**config.mk**
```make
export PLATFORM = sky130hd
export DESIGN_NAME = rgb_to_hsl_converter
export DESIGN_NICKNAME = d
export VERILOG_FILES = /design/src/hdl/rhc_pkg.sv /design/src/hdl/rgb_to_hsl_converter.sv /design/src/hdl/rhc_fifo.sv /design/src/hdl/rhc_front.sv /design/src/hdl/rhc_back.sv
export SDC_FILE = /design/constraint.sdc
export NUM_CORES = 2
export LEC_CHECK = 0
export BUFFER_PORTS_ARGS = -buffer_cell sky130_fd_sc_hd__buf_4
export CORE_MARGIN = 5
export CORE_UTILIZATION = 42
export DETAILED_ROUTE_END_ITERATION = 8
export PLACE_DENSITY_LB_ADDON = 0.2
export SKIP_LAST_GASP = 1
export SLEW_MARGIN = 20
export SYNTH_ARGS = -nofsm -noshare
export SYNTH_HDL_FRONTEND = slang
export SYNTH_SLANG_ARGS = --single-unit
```
**constraint.sdc**
```tcl
create_clock -name clk -period 72 [get_ports clk]
set_clock_uncertainty 0.15 [all_clocks]
set_input_delay 10.8 -clock clk [delete_from_list [all_inputs] [get_ports clk]]
set_output_delay 10.8 -clock clk [all_outputs]
set_load 0.005 [all_outputs]
```
**src/hdl/rhc_pkg.sv**
```systemverilog
package rhc_pkg;

    // Field widths fixed by the pixel and result formats
    localparam int CH_W    = 8;
    localparam int HUE_W   = 15;
    localparam int SAT_W   = 16;
    localparam int LIT_W   = 9;
    localparam int LIT_MAX = 510;

    // Hue sector, picked by the largest channel
    typedef enum logic [1:0] {
        SECT_RED,
        SECT_GREEN,
        SECT_BLUE
    } sector_t;

    // Classified pixel, front to back
    typedef struct packed {
        logic              grey;
        sector_t           sector;
        logic              diff_neg;
        logic [CH_W-1:0]   diff_mag;
        logic [CH_W-1:0]   chroma;
        logic [CH_W-1:0]   den;
        logic [LIT_W-1:0]  sum;
    } cls_t;

    // Finished result
    typedef struct packed {
        logic [HUE_W-1:0]  hue;
        logic [SAT_W-1:0]  sat;
        logic [LIT_W-1:0]  lit;
    } res_t;

endpackage

```
**src/hdl/rgb_to_hsl_converter.sv**
```systemverilog
// Channel   Direction  Handshake          Fields
// input     in         push / full        red[7:0] green[7:0] blue[7:0]
// result    out        empty / pop        hue_angle[14:0] saturation_frac[15:0]
//                                         lightness_sum[8:0]
//
// One item enters per clock and one result leaves per clock, sustained while pop is held.
// The divide pipeline has N quotient stages, where N is the larger of
// SAT_BITS and clog2(60 * 2^HUE_FRAC_BITS + 1): 16 quotient stages at the defaults.
// The divide pipeline retires one quotient bit per stage for hue and saturation.
// Reset (rst_n low, asynchronous) empties both queues and every stage.
// A held-off pop stalls the divide pipeline as a whole; full rises once the
// classify stage is occupied and the queue between front and back is full.
module rgb_to_hsl_converter #(
    parameter int HUE_FRAC_BITS = 6,
    parameter int SAT_BITS      = 16
) (
    input  logic        clk,
    input  logic        rst_n,
    input  logic        push,
    output logic        full,
    input  logic [7:0]  red,
    input  logic [7:0]  green,
    input  logic [7:0]  blue,
    input  logic        pop,
    output logic        empty,
    output logic [14:0] hue_angle,
    output logic [15:0] saturation_frac,
    output logic [8:0]  lightness_sum
);

    localparam int CLS_W = $bits(rhc_pkg::cls_t);
    localparam int RES_W = $bits(rhc_pkg::res_t);

    logic               fq_push;
    rhc_pkg::cls_t      fq_item;
    logic               mq_full;
    logic               mq_empty;
    logic [CLS_W-1:0]   mq_dout;
    rhc_pkg::cls_t      mq_item;
    logic               mq_pop;
    logic               bk_push;
    rhc_pkg::res_t      bk_item;
    logic               oq_full;
    logic [RES_W-1:0]   oq_dout;
    rhc_pkg::res_t      oq_item;

    // Classify incoming pixels
    rhc_front u_front (
        .clk    (clk),
        .rst_n  (rst_n),
        .push   (push),
        .full   (full),
        .red    (red),
        .green  (green),
        .blue   (blue),
        .q_push (fq_push),
        .q_item (fq_item),
        .q_full (mq_full)
    );

    // Decouple front from back
    rhc_fifo #(
        .WIDTH (CLS_W),
        .DEPTH (2)
    ) u_mid_q (
        .clk   (clk),
        .rst_n (rst_n),
        .push  (fq_push),
        .din   (fq_item),
        .full  (mq_full),
        .pop   (mq_pop),
        .dout  (mq_dout),
        .empty (mq_empty)
    );

    assign mq_item = rhc_pkg::cls_t'(mq_dout);

    // Divide and compose results
    rhc_back #(
        .HUE_FRAC_BITS (HUE_FRAC_BITS),
        .SAT_BITS      (SAT_BITS)
    ) u_back (
        .clk      (clk),
        .rst_n    (rst_n),
        .in_valid (!mq_empty),
        .in_item  (mq_item),
        .in_pop   (mq_pop),
        .out_push (bk_push),
        .out_item (bk_item),
        .out_full (oq_full)
    );

    // Hold finished results for the consumer
    rhc_fifo #(
        .WIDTH (RES_W),
        .DEPTH (2)
    ) u_out_q (
        .clk   (clk),
        .rst_n (rst_n),
        .push  (bk_push),
        .din   (bk_item),
        .full  (oq_full),
        .pop   (pop),
        .dout  (oq_dout),
        .empty (empty)
    );

    assign oq_item         = rhc_pkg::res_t'(oq_dout);
    assign hue_angle       = oq_item.hue;
    assign saturation_frac = oq_item.sat;
    assign lightness_sum   = oq_item.lit;

endmodule

```
**src/hdl/rhc_fifo.sv**
```systemverilog
module rhc_fifo #(
    parameter int WIDTH = 8,
    parameter int DEPTH = 2
) (
    input  logic             clk,
    input  logic             rst_n,
    input  logic             push,
    input  logic [WIDTH-1:0] din,
    output logic             full,
    input  logic             pop,
    output logic [WIDTH-1:0] dout,
    output logic             empty
);

    localparam int PW = (DEPTH > 1) ? $clog2(DEPTH) : 1;
    localparam int CW = $clog2(DEPTH + 1);

    logic [WIDTH-1:0] mem_reg [0:DEPTH-1];
    logic [PW-1:0]    wr_ptr_reg;
    logic [PW-1:0]    rd_ptr_reg;
    logic [CW-1:0]    count_reg;
    logic             do_push;
    logic             do_pop;

    assign full    = (count_reg == CW'(DEPTH));
    assign empty   = (count_reg == '0);
    assign do_push = push && !full;
    assign do_pop  = pop && !empty;
    assign dout    = mem_reg[rd_ptr_reg];

    // Store an item at the write pointer
    always_ff @(posedge clk)
    begin
        if (do_push)
        begin
            mem_reg[wr_ptr_reg] <= din;
        end
    end

    // Advance pointers and track the fill level
    always_ff @(posedge clk or negedge rst_n)
    begin
        if (!rst_n)
        begin
            wr_ptr_reg <= '0;
            rd_ptr_reg <= '0;
            count_reg  <= '0;
        end
        else
        begin
            if (do_push)
            begin
                wr_ptr_reg <= (wr_ptr_reg == PW'(DEPTH - 1)) ? '0 : wr_ptr_reg + 1'b1;
            end
            if (do_pop)
            begin
                rd_ptr_reg <= (rd_ptr_reg == PW'(DEPTH - 1)) ? '0 : rd_ptr_reg + 1'b1;
            end
            if (do_push && !do_pop)
            begin
                count_reg <= count_reg + 1'b1;
            end
            else if (do_pop && !do_push)
            begin
                count_reg <= count_reg - 1'b1;
            end
        end
    end

endmodule

```
**src/hdl/rhc_front.sv**
```systemverilog
module rhc_front (
    input  logic                clk,
    input  logic                rst_n,
    input  logic                push,
    output logic                full,
    input  logic [7:0]          red,
    input  logic [7:0]          green,
    input  logic [7:0]          blue,
    output logic                q_push,
    output rhc_pkg::cls_t       q_item,
    input  logic                q_full
);

    logic                           valid_reg;
    logic                           valid_next;
    rhc_pkg::cls_t                  item_reg;
    rhc_pkg::cls_t                  item_next;
    logic                           accept;
    logic                           advance;
    logic [rhc_pkg::CH_W-1:0]       mx;
    logic [rhc_pkg::CH_W-1:0]       mn;
    logic [rhc_pkg::CH_W-1:0]       op_a;
    logic [rhc_pkg::CH_W-1:0]       op_b;
    logic [rhc_pkg::CH_W:0]         diff;
    logic [rhc_pkg::CH_W:0]         diff_abs;
    logic [rhc_pkg::LIT_W-1:0]      sum;
    logic [rhc_pkg::LIT_W-1:0]      inv;
    logic [rhc_pkg::LIT_W-1:0]      den_w;
    rhc_pkg::sector_t               sector;

    assign advance = !valid_reg || !q_full;
    assign full    = !advance;
    assign accept  = push && advance;
    assign q_push  = valid_reg && !q_full;
    assign q_item  = item_reg;

    // Pick the sector, red first on ties, then green
    always_comb
    begin
        if (red >= green && red >= blue)
        begin
            sector = rhc_pkg::SECT_RED;
        end
        else if (green >= blue)
        begin
            sector = rhc_pkg::SECT_GREEN;
        end
        else
        begin
            sector = rhc_pkg::SECT_BLUE;
        end
    end

    // Find max, min and the in-sector channel difference
    always_comb
    begin
        mx = red;
        mn = red;
        if (green > mx) mx = green;
        if (blue > mx)  mx = blue;
        if (green < mn) mn = green;
        if (blue < mn)  mn = blue;

        case (sector)
            rhc_pkg::SECT_RED:
            begin
                op_a = green;
                op_b = blue;
            end
            rhc_pkg::SECT_GREEN:
            begin
                op_a = blue;
                op_b = red;
            end
            rhc_pkg::SECT_BLUE:
            begin
                op_a = red;
                op_b = green;
            end
            default:
            begin
                op_a = '0;
                op_b = '0;
            end
        endcase

        diff     = {1'b0, op_a} - {1'b0, op_b};
        diff_abs = diff[rhc_pkg::CH_W] ? (~diff + 1'b1) : diff;
        sum      = {1'b0, mx} + {1'b0, mn};
        inv      = rhc_pkg::LIT_W'(rhc_pkg::LIT_MAX) - sum;
        den_w    = (inv < sum) ? inv : sum;
    end

    // Pack the classified item
    always_comb
    begin
        item_next.grey     = (mx == mn);
        item_next.sector   = sector;
        item_next.diff_neg = diff[rhc_pkg::CH_W];
        item_next.diff_mag = diff_abs[rhc_pkg::CH_W-1:0];
        item_next.chroma   = mx - mn;
        item_next.den      = den_w[rhc_pkg::CH_W-1:0];
        item_next.sum      = sum;
    end

    // Hold the valid flag until the queue takes the item
    always_comb
    begin
        if (advance)
        begin
            valid_next = push;
        end
        else
        begin
            valid_next = valid_reg;
        end
    end

    always_ff @(posedge clk or negedge rst_n)
    begin
        if (!rst_n)
        begin
            valid_reg <= 1'b0;
        end
        else
        begin
            valid_reg <= valid_next;
        end
    end

    always_ff @(posedge clk)
    begin
        if (accept)
        begin
            item_reg <= item_next;
        end
    end

endmodule

```
**src/hdl/rhc_back.sv**
```systemverilog
module rhc_back #(
    parameter int HUE_FRAC_BITS = 6,
    parameter int SAT_BITS      = 16
) (
    input  logic             clk,
    input  logic             rst_n,
    input  logic             in_valid,
    input  rhc_pkg::cls_t    in_item,
    output logic             in_pop,
    output logic             out_push,
    output rhc_pkg::res_t    out_item,
    input  logic             out_full
);

    localparam int CHW      = rhc_pkg::CH_W;
    localparam int HUE_UNIT = 60 << HUE_FRAC_BITS;
    localparam int CIRCLE   = 360 << HUE_FRAC_BITS;
    localparam int HQW      = $clog2(HUE_UNIT + 1);
    localparam int N        = (HQW > SAT_BITS) ? HQW : SAT_BITS;
    localparam int W        = N + CHW;
    localparam int HW0      = $clog2(CIRCLE) + 2;
    localparam int HW       = (HW0 > rhc_pkg::HUE_W + 1) ? HW0 : rhc_pkg::HUE_W + 1;
    localparam int SW       = (N > rhc_pkg::SAT_W) ? N : rhc_pkg::SAT_W;
    localparam logic [N-1:0] SAT_FULL = N'((64'd1 << SAT_BITS) - 64'd1);

    localparam logic signed [HW-1:0] CIRCLE_S = HW'(CIRCLE);
    localparam logic signed [HW-1:0] OFS_G    = HW'(2 * HUE_UNIT);
    localparam logic signed [HW-1:0] OFS_B    = HW'(4 * HUE_UNIT);

    // One restoring division step: bring down a numerator bit, shift in a quotient bit
    function automatic logic [CHW+N-1:0] div_step(
        input logic [CHW-1:0] rem,
        input logic [N-1:0]   work,
        input logic [CHW-1:0] d
    );
        logic [CHW:0]   t;
        logic [CHW:0]   t_sub;
        logic           ge;
        logic [CHW-1:0] rem_n;
        t     = {rem, work[N-1]};
        ge    = (t >= {1'b0, d});
        t_sub = t - {1'b0, d};
        rem_n = ge ? t_sub[CHW-1:0] : t[CHW-1:0];
        return {rem_n, work[N-2:0], ge};
    endfunction

    logic                       v_reg      [0:N];
    logic [CHW-1:0]             rem_h_reg  [0:N];
    logic [N-1:0]               work_h_reg [0:N];
    logic [CHW-1:0]             rem_s_reg  [0:N];
    logic [N-1:0]               work_s_reg [0:N];
    logic [CHW-1:0]             chroma_reg [0:N];
    logic [CHW-1:0]             den_reg    [0:N];
    logic                       grey_reg   [0:N];
    logic                       neg_reg    [0:N];
    rhc_pkg::sector_t           sector_reg [0:N];
    logic [rhc_pkg::LIT_W-1:0]  sum_reg    [0:N];

    logic                       advance;
    logic [W-1:0]               hue_num;
    logic [W-1:0]               sat_num;
    logic [N-1:0]               q_h;
    logic [N-1:0]               q_s;
    logic [HW-1:0]              q_mag;
    logic signed [HW-1:0]       q_signed;
    logic signed [HW-1:0]       hue_full;
    logic [SW-1:0]              sat_ext;

    // The whole pipe moves unless the last item is blocked at the output queue
    assign advance  = !v_reg[N] || !out_full;
    assign in_pop   = advance && in_valid;
    assign out_push = v_reg[N] && !out_full;

    // Form both numerators
    assign hue_num = W'(HUE_UNIT) * W'(in_item.diff_mag);
    assign sat_num = (W'(in_item.chroma) << SAT_BITS) - W'(in_item.chroma);

    // Load the entry stage from the queue
    always_ff @(posedge clk or negedge rst_n)
    begin
        if (!rst_n)
        begin
            v_reg[0] <= 1'b0;
        end
        else if (advance)
        begin
            v_reg[0] <= in_valid;
        end
    end

    always_ff @(posedge clk)
    begin
        if (advance)
        begin
            rem_h_reg[0]  <= hue_num[W-1:N];
            work_h_reg[0] <= hue_num[N-1:0];
            rem_s_reg[0]  <= sat_num[W-1:N];
            work_s_reg[0] <= sat_num[N-1:0];
            chroma_reg[0] <= in_item.chroma;
            den_reg[0]    <= in_item.den;
            grey_reg[0]   <= in_item.grey;
            neg_reg[0]    <= in_item.diff_neg;
            sector_reg[0] <= in_item.sector;
            sum_reg[0]    <= in_item.sum;
        end
    end

    // Divide stages, one quotient bit per stage for hue and saturation
    for (genvar k = 1; k <= N; k++)
    begin : g_div
        logic [CHW+N-1:0] step_h;
        logic [CHW+N-1:0] step_s;

        assign step_h = div_step(rem_h_reg[k-1], work_h_reg[k-1], chroma_reg[k-1]);
        assign step_s = div_step(rem_s_reg[k-1], work_s_reg[k-1], den_reg[k-1]);

        always_ff @(posedge clk or negedge rst_n)
        begin
            if (!rst_n)
            begin
                v_reg[k] <= 1'b0;
            end
            else if (advance)
            begin
                v_reg[k] <= v_reg[k-1];
            end
        end

        always_ff @(posedge clk)
        begin
            if (advance)
            begin
                rem_h_reg[k]  <= step_h[CHW+N-1:N];
                work_h_reg[k] <= step_h[N-1:0];
                rem_s_reg[k]  <= step_s[CHW+N-1:N];
                work_s_reg[k] <= step_s[N-1:0];
                chroma_reg[k] <= chroma_reg[k-1];
                den_reg[k]    <= den_reg[k-1];
                grey_reg[k]   <= grey_reg[k-1];
                neg_reg[k]    <= neg_reg[k-1];
                sector_reg[k] <= sector_reg[k-1];
                sum_reg[k]    <= sum_reg[k-1];
            end
        end
    end

    assign q_h = work_h_reg[N];
    assign q_s = work_s_reg[N];

    // Apply sign and sector offset, wrap negative hue by a full circle
    always_comb
    begin
        q_mag    = HW'(q_h);
        q_signed = neg_reg[N] ? -$signed(q_mag) : $signed(q_mag);
        case (sector_reg[N])
            rhc_pkg::SECT_RED:
            begin
                hue_full = (q_signed < 0) ? q_signed + CIRCLE_S : q_signed;
            end
            rhc_pkg::SECT_GREEN:
            begin
                hue_full = q_signed + OFS_G;
            end
            rhc_pkg::SECT_BLUE:
            begin
                hue_full = q_signed + OFS_B;
            end
            default:
            begin
                hue_full = '0;
            end
        endcase
    end

    // Grey pixels carry zero hue and zero saturation
    always_comb
    begin
        sat_ext = SW'(q_s);
        if (grey_reg[N])
        begin
            out_item.hue = '0;
            out_item.sat = '0;
        end
        else
        begin
            out_item.hue = hue_full[rhc_pkg::HUE_W-1:0];
            out_item.sat = sat_ext[rhc_pkg::SAT_W-1:0];
        end
        out_item.lit = sum_reg[N];
    end

    a_pop_has_item: assert property (@(posedge clk) disable iff (!rst_n)
        in_pop |-> in_valid)
        else $error("back pulled an item from an empty queue");

    a_entry_moves: assert property (@(posedge clk) disable iff (!rst_n)
        advance && v_reg[0] |=> v_reg[1])
        else $error("item lost between entry and first divide stage");

    a_blocked_holds: assert property (@(posedge clk) disable iff (!rst_n)
        !advance |=> v_reg[N])
        else $error("blocked result dropped from last stage");

    a_hue_bound: assert property (@(posedge clk) disable iff (!rst_n)
        v_reg[N] && !grey_reg[N] |-> (q_h <= N'(HUE_UNIT)))
        else $error("hue quotient beyond one sector");

    a_sat_bound: assert property (@(posedge clk) disable iff (!rst_n)
        v_reg[N] && !grey_reg[N] |-> (q_s <= SAT_FULL))
        else $error("saturation quotient beyond full scale");

endmodule

```
**Word level (Yosys, flattened, before mapping)**

Memory sizes are Yosys's and may differ from the RTL's.
Cells that the tools add are included.

- Flip-flop bits (word level): 63
- RAM bits: 1,463
- Input port bits: 28
- Output and inout port bits: 42
- Logic and storage cells: 235
- Memories kept: 12

- $add $sub $neg: 50
- $mul: 1
- Magnitude comparators: 41
- Equal/unequal tests: 7
- Mux-type cells: 60
- Bitwise operators: 1
- Reduce and logical (&&, ||, !) cells: 32

Memory list:

| name | depth | bits a word | read ports | clocked after memory_dff | wr ports | line | RTL |
|---|---|---|---|---|---|---|---|
| u_back.work_h_reg | 17 | 16 | 17 | 0 | 17 | rhc_back.sv:49 | `logic [N-1:0] work_h_reg [0:N];` |
| u_back.work_s_reg | 17 | 16 | 17 | 0 | 17 | rhc_back.sv:51 | `logic [N-1:0] work_s_reg [0:N];` |
| u_back.sum_reg | 17 | 9 | 17 | 0 | 17 | rhc_back.sv:57 | `logic [rhc_pkg::LIT_W-1:0] sum_reg [0:N];` |
| u_back.chroma_reg | 17 | 8 | 16 | 0 | 17 | rhc_back.sv:52 | `logic [CHW-1:0] chroma_reg [0:N];` |
| u_back.den_reg | 17 | 8 | 16 | 0 | 17 | rhc_back.sv:53 | `logic [CHW-1:0] den_reg [0:N];` |
| u_back.rem_h_reg | 17 | 8 | 16 | 0 | 17 | rhc_back.sv:48 | `logic [CHW-1:0] rem_h_reg [0:N];` |
| +6 memories | -- | -- | -- | -- | -- | -- |  |

Operators with widths:

| operator | number |
|---|---|
| $mux W8 | 38 |
| $ge A9 B8 Y1 | 32 |
| $sub A8 B8 Y8 | 33 |
| $pmux W8 S3 | 2 |
| $pmux W15 S3 | 1 |
| $mux W31 | 1 |
| $add A15 B15 Y15 const B | 2 |
| $ge A8 B8 Y1 | 3 |
| $sub A24 B8 Y24 | 1 |
| $lt A17 B1 Y1 const B | 1 |
| $mux W17 | 1 |
| $neg A16 Y17 | 1 |
| $gt A8 B8 Y1 | 2 |
| $lt A8 B8 Y1 | 2 |
| $add A15 B14 Y15 const B | 1 |
| $mux W15 | 1 |
| $logic_and A1 B1 Y1 | 13 |
| $mul A4 B8 Y12 const A | 1 |
| $mux W2 | 6 |
| $logic_not A1 Y1 | 11 |
| $mux W1 | 10 |
| $add A8 B8 Y9 | 1 |
| $lt A9 B9 Y1 | 1 |
| $sub A8 B8 Y9 | 1 |
| 12 further kinds | 26 |

**Depth between registers and ports, before layout**

- Word-level depth: 9
- Mapped depth: 33
- Gate-level depth less buffers: 31

**Hierarchy**

Synthesis repeated with hierarchy kept, for this count alone.

- Cell total of the unflattened synthesis: 3,989
- Area, all modules: 60,966.0 µm²

By module, submodules not included:

| module | instances | cells each | area each (µm²) | seq. area each (µm²) |
|---|---|---|---|---|
| rhc_back | 1 | 3,271 | 50,355.8 | 35,048.6 |
| rhc_front | 1 | 439 | 4,370.4 | 1,076.0 |
| rhc_fifo at u_out_q | 1 | 144 | 3,286.9 | 2,502.4 |
| rhc_fifo at u_mid_q | 1 | 134 | 2,949.1 | 2,322.2 |
| rgb_to_hsl_converter | 1 | 1 | 3.8 | 0.0 |

**Worst setup path after synthesis**

OpenSTA, ideal clock, no wires.

- Kind: flip-flop to flip-flop
- Start point: register u_out_q.count_reg[0]
- End point: register u_back.v_reg[11] in the netlist's numbering
- Library setup time: 0.193 ns
- Arrival: 35.057 ns
- Setup slack: 36.599 ns
- Stages on the path, launching flop included: 5
- Buffers on the path: 2
- Cells stage by stage: dfrtp_1 -> nand3b_1 -> clkbuf_1 -> buf_1 -> mux2_2

- Cells in the longest elaborated chain, start to end: 3

RTL lines:

| item | line | RTL |
|---|---|---|
| start, declared | rhc_fifo.sv:21 | `logic [CW-1:0] count_reg;` |
| start signal, assigned | rhc_fifo.sv:61 | `count_reg <= count_reg + 1'b1;` |
| start signal, assigned | rhc_fifo.sv:65 | `count_reg <= count_reg - 1'b1;` |
| $eq A2 B2 Y1 | rhc_fifo.sv:25 | `assign full = (count_reg == CW'(DEPTH));` |
| $logic_not A1 Y1 | rhc_back.sv:70 | `assign advance = !v_reg[N] \|\| !out_full;` |
| $logic_or A1 B1 Y1 | rhc_back.sv:70 |  |
| end signal, assigned by index | rhc_back.sv:125 | `v_reg[k] <= v_reg[k-1];` |
| end, declared | rhc_back.sv:47 | `logic v_reg [0:N];` |

Every way passes these cells.
A chain may end at the register's enable or synchronous reset.

==> impl_metrics.json <==
{
  "cts_made_buffers": 146,
  "hold_depth": 0,
  "vias": 29610,
  "max_slew_margin_pct": 21.04,
  "cp_data_arrival_time_ns": 17.27,
  "r2r_setup_slack_ns": 67.14,
  "syn_nets": 4327,
  "rsz0062_at_grt": "false",
  "syn_inst": 3908,
  "synth_cell_types": 60,
  "core_area_sq_um": 139200,
  "critPathCapture": "u_front.q_item[12]",
  "htreeDepth": 4,
  "cts_hold_buffers": 0,
  "vias_per_cell": 4.840,
  "drt-wirelength-per-cell_um": 15.99,
  "cts.sinks": 1332,
  "worstPathRequired_ns": 72.35,
  "grt_pass1_vias": 30670,
  "globalplace.congestion": 0.8107,
  "dpl.hpwl_mm": 67.50,
  "postCtsSetupBuffers": 0,
  "tns_ns": 0,
  "start_util_pct": 42.12,
  "slowest_delay_ns": 0.46,
  "status": "completed",
  "drc_errors": 0,
  "avgSynthCellArea_sq_um": 15.00,
  "synth_warnings": 0,
  "r2r_start": "u_out_q.count_reg[0]",
  "worstHoldPathType": "reg -> reg",
  "post-synth-top-count-cell": "edfxtp_1",
  "first_pass_iters": 5,
  "slew_viol_final": 0,
  "end_kind": "flop",
  "largest_reg_flops": 252,
  "cp-start-kind": "input pin",
  "crit_top_cell": "o21ai_0",
  "fp.dieW_um": 383.6,
  "drive_gt1_share_pct": 13.15,
  "startpoint": "green[1]",
  "antenna_cells": 0,
  "ys_seq_area_share_pct": 68.01,
  "dieArea_sq_um": 147200,
  "async_flop_share_pct": 1.952,
  "cts_buffer_depth": 3,
  "cts_tree": "yes",
  "finalSetupViolCount": 0,
  "num-fill-cells": 12070,
  "cts.clk_slew.worst_paths_ns": 0.06,
  "ys_top_cells_by_area": "edfxtp_1, ha_1, mux2_2",
  "synthTopCellsByCount": "edfxtp_1, inv_1, ha_1",
  "period_share_pct": 23.50,
  "grt_max_degree": 194,
  "fmax_ghz": 0.05910,
  "synth-seq-cells": 1332,
  "grt_use_total_pct": 13.51,
  "worstRegToRegCells": 6,
  "clock_latency_ns": 0.76,
  "min_period_ns": 16.92,
  "antenna_found_initial": 0,
  "syn2layout_area_growth_pct": 13.13,
  "rows": 137,
  "overflow": 0,
  "hold_viol": 0,
  "synth_top_area_share_pct": 66.90,
  "worst_slew_pin_slew_ns": 1.184,
  "maxCapViolations": 0,
  "io_pins": 70,
  "fin_nets": 4542,
  "ctsResizeCount": 0,
  "worst-path-max-fanout": 17,
  "synth-main-ff-cell": "edfxtp_1",
  "final_antenna_net_count": 0,
  "reg2reg_to": "u_back.rem_h_reg[0][121]",
  "port_buffers": 69,
  "drt_iter0_markers": 1612,
  "yosys.area.top_type": "edfxtp_1",
  "syn-cell-area_sq_um": 58620,
  "slowest_stage": "or2_2",
  "crit_type": "in -> reg",
  "root_buffer": "clkbuf_16",
  "synth-edff-count": 1306,
  "grt_pass1_wl_mm": 158.1,
  "routed_wl_mm": 97.80,
  "fp.dieH_um": 383.6
}
==> logic make-up after synthesis <==
group	after synthesis	synth area share, %
simple gates	646	5.218
flops	1332	68.01
mux	359	6.648
xor+xnor	157	2.346
fa+ha+maj	393	8.968
compound gates	522	5.577
buf+inv	499	3.238
==> stage by stage <==
step / setup slack [ns] / util (%) / cells / area, sq um / hold slack (ns)
global route: 54.69 / 47.65 / 6118 / 66320 / 0.2601
floorplan: 36.60 / - / 3908 / 58630 / 0.2503
detailed placement: 54.28 / 44.28 / 5850 / 61630 / 0.2545
finish: 55.08 / 47.65 / 6118 / 66320 / 0.2532
global placement: 54.30 / 44.26 / 5848 / 61600 / 0.2504
CTS: 55.13 / 47.64 / 6117 / 66310 / 0.2559
==> routing by layer <==
metal | GRT usage, % | wire length, um | vias to the layer above
met2 | 25.73 | 53450 | 308
met4 | 5.320 | 3151 | 0
met5 | 0 | 0 | -
met3 | 2.594 | 2979 | 174
met1 | 14.70 | 38220 | 14370
li1 | - | - | 14760
==> worst max-delay path, delay by kind of cell <==
kind / cells / cell delay [ns]
buffers and inverters: 3 / 0.47
xor gates and xnor gates: 1 / 0.40
adders and majority gates: 4 / 1.34
and+or+nand+nor: 7 / 1.77
AOI/OAI and AO/OA: 12 / 1.96
muxes: 2 / 0.54
==> how the worst min path moves through the flow <==
| stage | start | endpoint | slack, ns |
|---|---|---|---|
| after floorplan | u_back.grey_reg[0][9] | u_back.grey_reg[0][10] | 0.25 |
| after global placement | u_back.work_s_reg[2][26] | u_back.work_s_reg[3][11] | 0.25 |
| after detailed placement | u_back.neg_reg[0][12] | u_back.neg_reg[0][13] | 0.25 |
| after CTS | u_back.work_s_reg[5][14] | u_back.work_s_reg[5][31] | 0.26 |
| after global routing | u_back.work_h_reg[0][248] | u_back.work_h_reg[0][265] | 0.26 |
| final | u_back.work_s_reg[4][27] | u_back.work_s_reg[5][12] | 0.25 |
==> layout by cell type, fill, tap and decap left out, types with 12 or more instances in the layout <==
| cell type | netlist | layout |
|---|---|---|
| a21oi_1 | 103 | 103 |
| ha_1 | 345 | 345 |
| xnor2_1 | 101 | 101 |
| a311oi_1 | 30 | 30 |
| nand4_1 | 54 | 54 |
| nand2b_1 | 44 | 44 |
| mux2_2 | 243 | 243 |
| nand3_1 | 16 | 16 |
| mux2i_1 | 116 | 116 |
| nor2_1 | 292 | 290 |
| o21a_1 | 12 | 12 |
| clkbuf_16 | 0 | 147 |
| clkinv_1 | 0 | 36 |
| a22oi_1 | 31 | 31 |
| clkinv_2 | 0 | 21 |
| o21ai_0 | 177 | 177 |
| xor2_1 | 56 | 56 |
| clkbuf_1 | 15 | 27 |
| nand2_1 | 100 | 100 |
| a21boi_0 | 59 | 58 |
| nor2b_1 | 85 | 85 |
| inv_1 | 470 | 470 |
| fa_1 | 46 | 46 |
| o21bai_1 | 13 | 13 |
| dfrtp_1 | 26 | 25 |
| buf_4 | 1 | 91 |
| edfxtp_1 | 1306 | 1306 |
| a21o_1 | 53 | 53 |
| nor3_1 | 12 | 12 |
==> final cells by class <==
type	count	area (sq um)	area share, %
timing repair buffer	96	770.7	1.162
clock inverter	92	888.4	1.339
multi-input combinational	2077	16890	25.46
inverter	470	1764	2.660
clock buffer	175	3794	5.720
sequential	1332	39870	60.12
tap	1876	2347	3.539
Power is left out: the tool's default activity adds up to more than one toggle a clock period on the data nets, which glitch-free logic cannot reach.
